### config.mk
export PLATFORM = sky130hd
export DESIGN_NAME = hip_horner_step
export DESIGN_NICKNAME = d
export VERILOG_FILES = /design/src/rtl/core/hip_pkg.sv /design/src/rtl/core/hip_horner_step.sv
export SDC_FILE = /design/constraint.sdc
export NUM_CORES = 2
export LEC_CHECK = 0
export ABC_AREA = 1
export CAP_MARGIN = 20
export CORE_MARGIN = 3
export CORE_UTILIZATION = 50
export CTS_CLUSTER_SIZE = 8
export DETAILED_ROUTE_END_ITERATION = 8
export DONT_BUFFER_PORTS = 1
export GPL_ROUTABILITY_DRIVEN = 0
export SLEW_MARGIN = 20
export SYNTH_ARGS = -nofsm -noshare
export SYNTH_HDL_FRONTEND = slang
export SYNTH_SLANG_ARGS = --single-unit
### constraint.sdc
create_clock -name clk -period 6.1 [get_ports clk]
set_input_delay 0 -clock clk [delete_from_list [all_inputs] [get_ports clk]]
set_output_delay 0 -clock clk [all_outputs]
set_load 0.02 [all_outputs]
### src/rtl/core/hip_pkg.sv
// Types, constants and coefficient helpers for the heat index polynomial.
package hip_pkg;

	localparam int HIP_COEF_FRAC_BITS = 48;
	localparam int HIP_IN_FRAC_BITS   = 4;
	// Integer bits kept above the fraction of the widest sum, with margin.
	localparam int HIP_HEAD_BITS      = 40;
	localparam int HIP_DATA_W = HIP_COEF_FRAC_BITS + 6 * HIP_IN_FRAC_BITS + HIP_HEAD_BITS;

	localparam int HIP_T_W        = 13;
	localparam int HIP_H_W        = 11;
	localparam int HIP_OUT_W      = 16;
	localparam int HIP_S_TDATA_W  = 24;
	localparam int HIP_PIPE_DEPTH = 14;

	localparam logic [HIP_OUT_W-1:0] HIP_HI_MAX = 16'h7fff;
	localparam logic [HIP_OUT_W-1:0] HIP_HI_MIN = 16'h8000;

	// Wide enough for any scaled coefficient at the largest fraction width.
	localparam int HIP_KW = 160;

	// Terms indexed by 4 * (power of t) + (power of h); |c| = mant / 10^dexp.
	localparam logic [19:0] HIP_MANT [16] = '{
		20'd16923,  20'd537941, 20'd728898, 20'd291583,
		20'd185212, 20'd100254, 20'd814971, 20'd197483,
		20'd941695, 20'd345372, 20'd102102, 20'd843296,
		20'd38646,  20'd142721, 20'd218429, 20'd481975
	};
	localparam logic [4:0] HIP_DEXP [16] = '{
		5'd3,  5'd5,  5'd8,  5'd10,
		5'd6,  5'd6,  5'd9,  5'd12,
		5'd8,  5'd9,  5'd10, 5'd15,
		5'd9,  5'd11, 5'd13, 5'd16
	};
	localparam logic [15:0] HIP_NEG = 16'b1101_0000_0110_0000;

	typedef struct packed {
		logic ld_a;
		logic ld_b;
	} hip_step_en_t;

	// Signed coefficient, round half up of |c| * 2^cf, in two's complement.
	function automatic logic [HIP_KW-1:0] hip_coef(input logic [3:0] idx, input int cf);
		logic [HIP_KW-1:0] k;
		logic [HIP_KW-1:0] p;
		int e;
		k = HIP_KW'(HIP_MANT[idx]) << (cf + 1);
		p = HIP_KW'(1);
		for (e = 0; e < 16; e++) begin
			if (e < int'(HIP_DEXP[idx])) p = p * HIP_KW'(10);
		end
		k = k + p;
		for (e = 0; e < 16; e++) begin
			if (e < int'(HIP_DEXP[idx])) k = k / 10;
		end
		k = k >> 1;
		if (HIP_NEG[idx]) k = -k;
		return k;
	endfunction

endpackage

### src/rtl/core/hip_horner_step.sv
// One Horner step y = x * m + add over two register stages, modulo 2^W.
module hip_horner_step import hip_pkg::*; #(
	parameter int W       = HIP_DATA_W,
	parameter int MW      = HIP_H_W,
	parameter bit MSIGN   = 1'b0
) (
	input  logic         clk,
	input  hip_step_en_t en,
	input  logic [W-1:0] x,
	input  logic [MW-1:0] m,
	input  logic [W-1:0] add,
	output logic [W-1:0] y
);

	localparam int NS  = (W + 31) / 32;
	localparam int PW  = NS * 32;
	localparam int PPW = 32 + MW;

	logic [PW-1:0]    x_pad;
	logic [PW+31:0]   ev_w;
	logic [PW+31:0]   od_w;
	logic [PPW-1:0]   pp [NS];
	logic [W-1:0]     corr;

	logic [W-1:0] ev_s1;
	logic [W-1:0] od_s1;
	logic [W-1:0] add_s1;
	logic [W-1:0] corr_s1;
	logic [W-1:0] y_s2;

	// Products of 32-bit slices; slices of equal parity never overlap, so each
	// parity group is just a concatenation.
	always_comb begin
		x_pad = PW'(x);
		ev_w  = '0;
		od_w  = '0;
		for (int k = 0; k < NS; k++) begin
			pp[k] = PPW'(x_pad[32*k +: 32]) * PPW'(m);
			if ((k & 1) == 0) begin
				ev_w[32*k +: PPW] = pp[k];
			end else begin
				od_w[32*k +: PPW] = pp[k];
			end
		end
	end

	// A negative multiplier was taken as unsigned, which adds x * 2^MW too much.
	assign corr = (MSIGN && m[MW-1]) ? (x << MW) : '0;

	always_ff @(posedge clk) begin
		if (en.ld_a) begin
			ev_s1   <= ev_w[W-1:0];
			od_s1   <= od_w[W-1:0];
			add_s1  <= add;
			corr_s1 <= corr;
		end
		if (en.ld_b) begin
			y_s2 <= ev_s1 + od_s1 + add_s1 - corr_s1;
		end
	end

	assign y = y_s2;

endmodule

==> results.toml <==
[synth]
syn_avg_cell_area_um2 = 7.39
synthDominantCellAreaShare = 0.290
yosysWarnings = 0
ys_seq_elements = 369
netlist_area_um2 = 63300
synth_edf_count = 369
synthesis.nets = 10174
yosysSeqAreaShare = 0.175
synth_top_cell_by_area = "fa_1"
ys_types = 41
ys.flop_type = "edfxtp_1"
async_flop_share = 0
syn_inst = 8556
synth_top_cells_by_area = "fa_1 29%, edfxtp_1 18%, nand2_1 17%"

[run_status]
status = "finished, final reports clean"

[setup_path]
crit_path_end_kind = "flop"
slowest_delay_ps = 550
crit_type = "in -> reg"
cp_common_cell = "fa_1"
worstPathArrival_ps = 5010
cp_slowest_cell = "fa_1"
worst-path-stages = 16
crit_fanout = 104
critPathBufInv = 3
critPathTopFamily = "adder cells"
cp.required_ps = 6430
reg2reg_depth = 13
path_cells = "nand2_1 > inv_1 > fa_1 > fa_1 > fa_1 > fa_1 > inv_1 > fa_1 > inv_1 > ha_1 > a21oi_1 > o21ai_0 > nor2_1 > o21ai_1 > a21oi_1 > xnor2_1"
start_kind = "primary input"

[grt]
grt_max_degree = 258
grt_pass1_wl_um = 323000
top_usage_layer = "met2"
grt_antenna_before_repair = 11
use_met3 = 0.0582
grt.overflow.total = 0
grt_pass1_vias = 54527
use_met1 = 0.453
use_met2 = 0.504
groute.usage.overall = 0.323

[timing]
fin_tns_setup_ps = 0
fin_skew_ps = 31.9
final_max_slew_viol_count = 0
hold_viol_final = 0
whs_ps = 20.7
max_slew_margin = 0.420
fin_crit_sh = 0.767
fmax_ghz = 0.214
period_needed_ps = 4680
finalSetupViolations = 0
worst-slew-pin-transition_ps = 868
grt_setup_unrepaired = "no"

[final_layout]
nets = 10163
drive_gt1_frac = 0.0167
areaGrowthSynthToFinish_pct = 6.82
fin_util = 0.542
layout_commonest_cell = "nand2_1"
layout_common_cells = "2853 x nand2_1, 2217 x inv_1, 916 x fa_1"

[detailed_routing]
antenna_left = 0
dr.first_iter.drc_count = 5560
wl_per_cell_um = 20.6
avgViaCountPerCell = 5.32
finalWirelength_um = 210000
drc_errors = 0
first_pass_iters = 7
via_count = 54201

[floorplan]
die_w_um = 362
io_pins = 350
dieArea_um2 = 131000
rows = 129
core_area_um2 = 125000
dieHeight_um = 362
start_util = 0.508

[job]
max_cap_viol_count = 0

[clocking]
cts-root-buf = "clkbuf_16"
clk_latency_ps = 620
htreeDepth = 2
holdBufCountCts = 168
cts_resized = 0
clk_pin_slew_worst_paths_ps = 50
cts-buffers-inserted = 52
cts_setup_buffers = 0
clock_path_buffers = 3
cts_tree = "yes"
cts.sinks = 369

[hold_path]
hold_path.class = "in -> reg"
whs_path_depth = 1

[placement]
io_buffers = 0
dpl.hpwl_um = 168000
## cells by family after synthesis
family,after synthesis,share of synthesized area
buffers and inverters,2467,0.146
AND/OR/NAND/NOR,3714,0.233
adder cells (fa/ha/maj),1380,0.382
AO/OA/AOI/OAI,446,0.0388
flip-flops,369,0.175
XOR/XNOR,180,0.0249
## layer usage
metal | share of wire | vias to the layer above
li1 | - | 25056
met1 | 0.42 | 26071
met2 | 0.44 | 2642
met3 | 0.10 | 426
met4 | 0.044 | 6
met5 | 0.00021 | -
## registers in the layout (all words and copies together), names as in the netlist
signal	cells
add_s1	112
od_s1	59
y	112
ev_s1	86
## Yosys cell counts (all sizes together) (13+ instances only)
library cell and instances:
a21boi 14, a21o 13, a21oi 230, a31oi 21, buf 19, clkbuf 216, edfxtp 369, fa 916
ha 464, inv 2230, nand2 2869, nand3 196, nand4 77, nor2 496, nor3 46, o21ai 125
o21bai 32, xnor2 39, xor2 141
## cell type report
cell class | instances | area, um^2
diodes | 3 | 7.51
clock buffers | 55 | 1310
clock inverters | 4 | 78.8
fillers | 11989 | 57000
inverters | 2232 | 8380
multi-input cells | 5720 | 42900
flip-flops and latches | 369 | 11100
well taps | 1637 | 2050
repair buffers | 170 | 1750
## worst register-to-register path, delay by kind of cell (launching register included)
kind / cells / cell delay (ps)
AND/OR/NAND/NOR: 10 / 1980
buffers and inverters: 1 / 70
flip-flops: 1 / 520
adder cells (fa/ha/maj): 2 / 930
## final timing paths
check                                     startpoint              endpoint  slack [ps]
worst min register to register    ev_s1[0]$_DFFE_PP_        y[0]$_DFFE_PP_         570
worst max register to register  add_s1[42]$_DFFE_PP_      y[108]$_DFFE_PP_        2340
worst max-delay path                            m[8]   ev_s1[89]$_DFFE_PP_        1420
worst min-delay path                         add[80]  add_s1[80]$_DFFE_PP_          20
## per-stage QoR
step / instance area, um^2 / setup WS (ps) / std cells
finish: 67600 / 1420 / 10190
global route: 67600 / 1300 / 10187
CTS: 67500 / 1640 / 10185
detailed placement: 64400 / 1020 / 9958
global placement: 64400 / 979 / 9958
floorplan: 63300 / 1020 / 8556
Power is left out: the tool's default activity adds up to more than one toggle a clock period on the data nets, which glitch-free logic cannot reach.
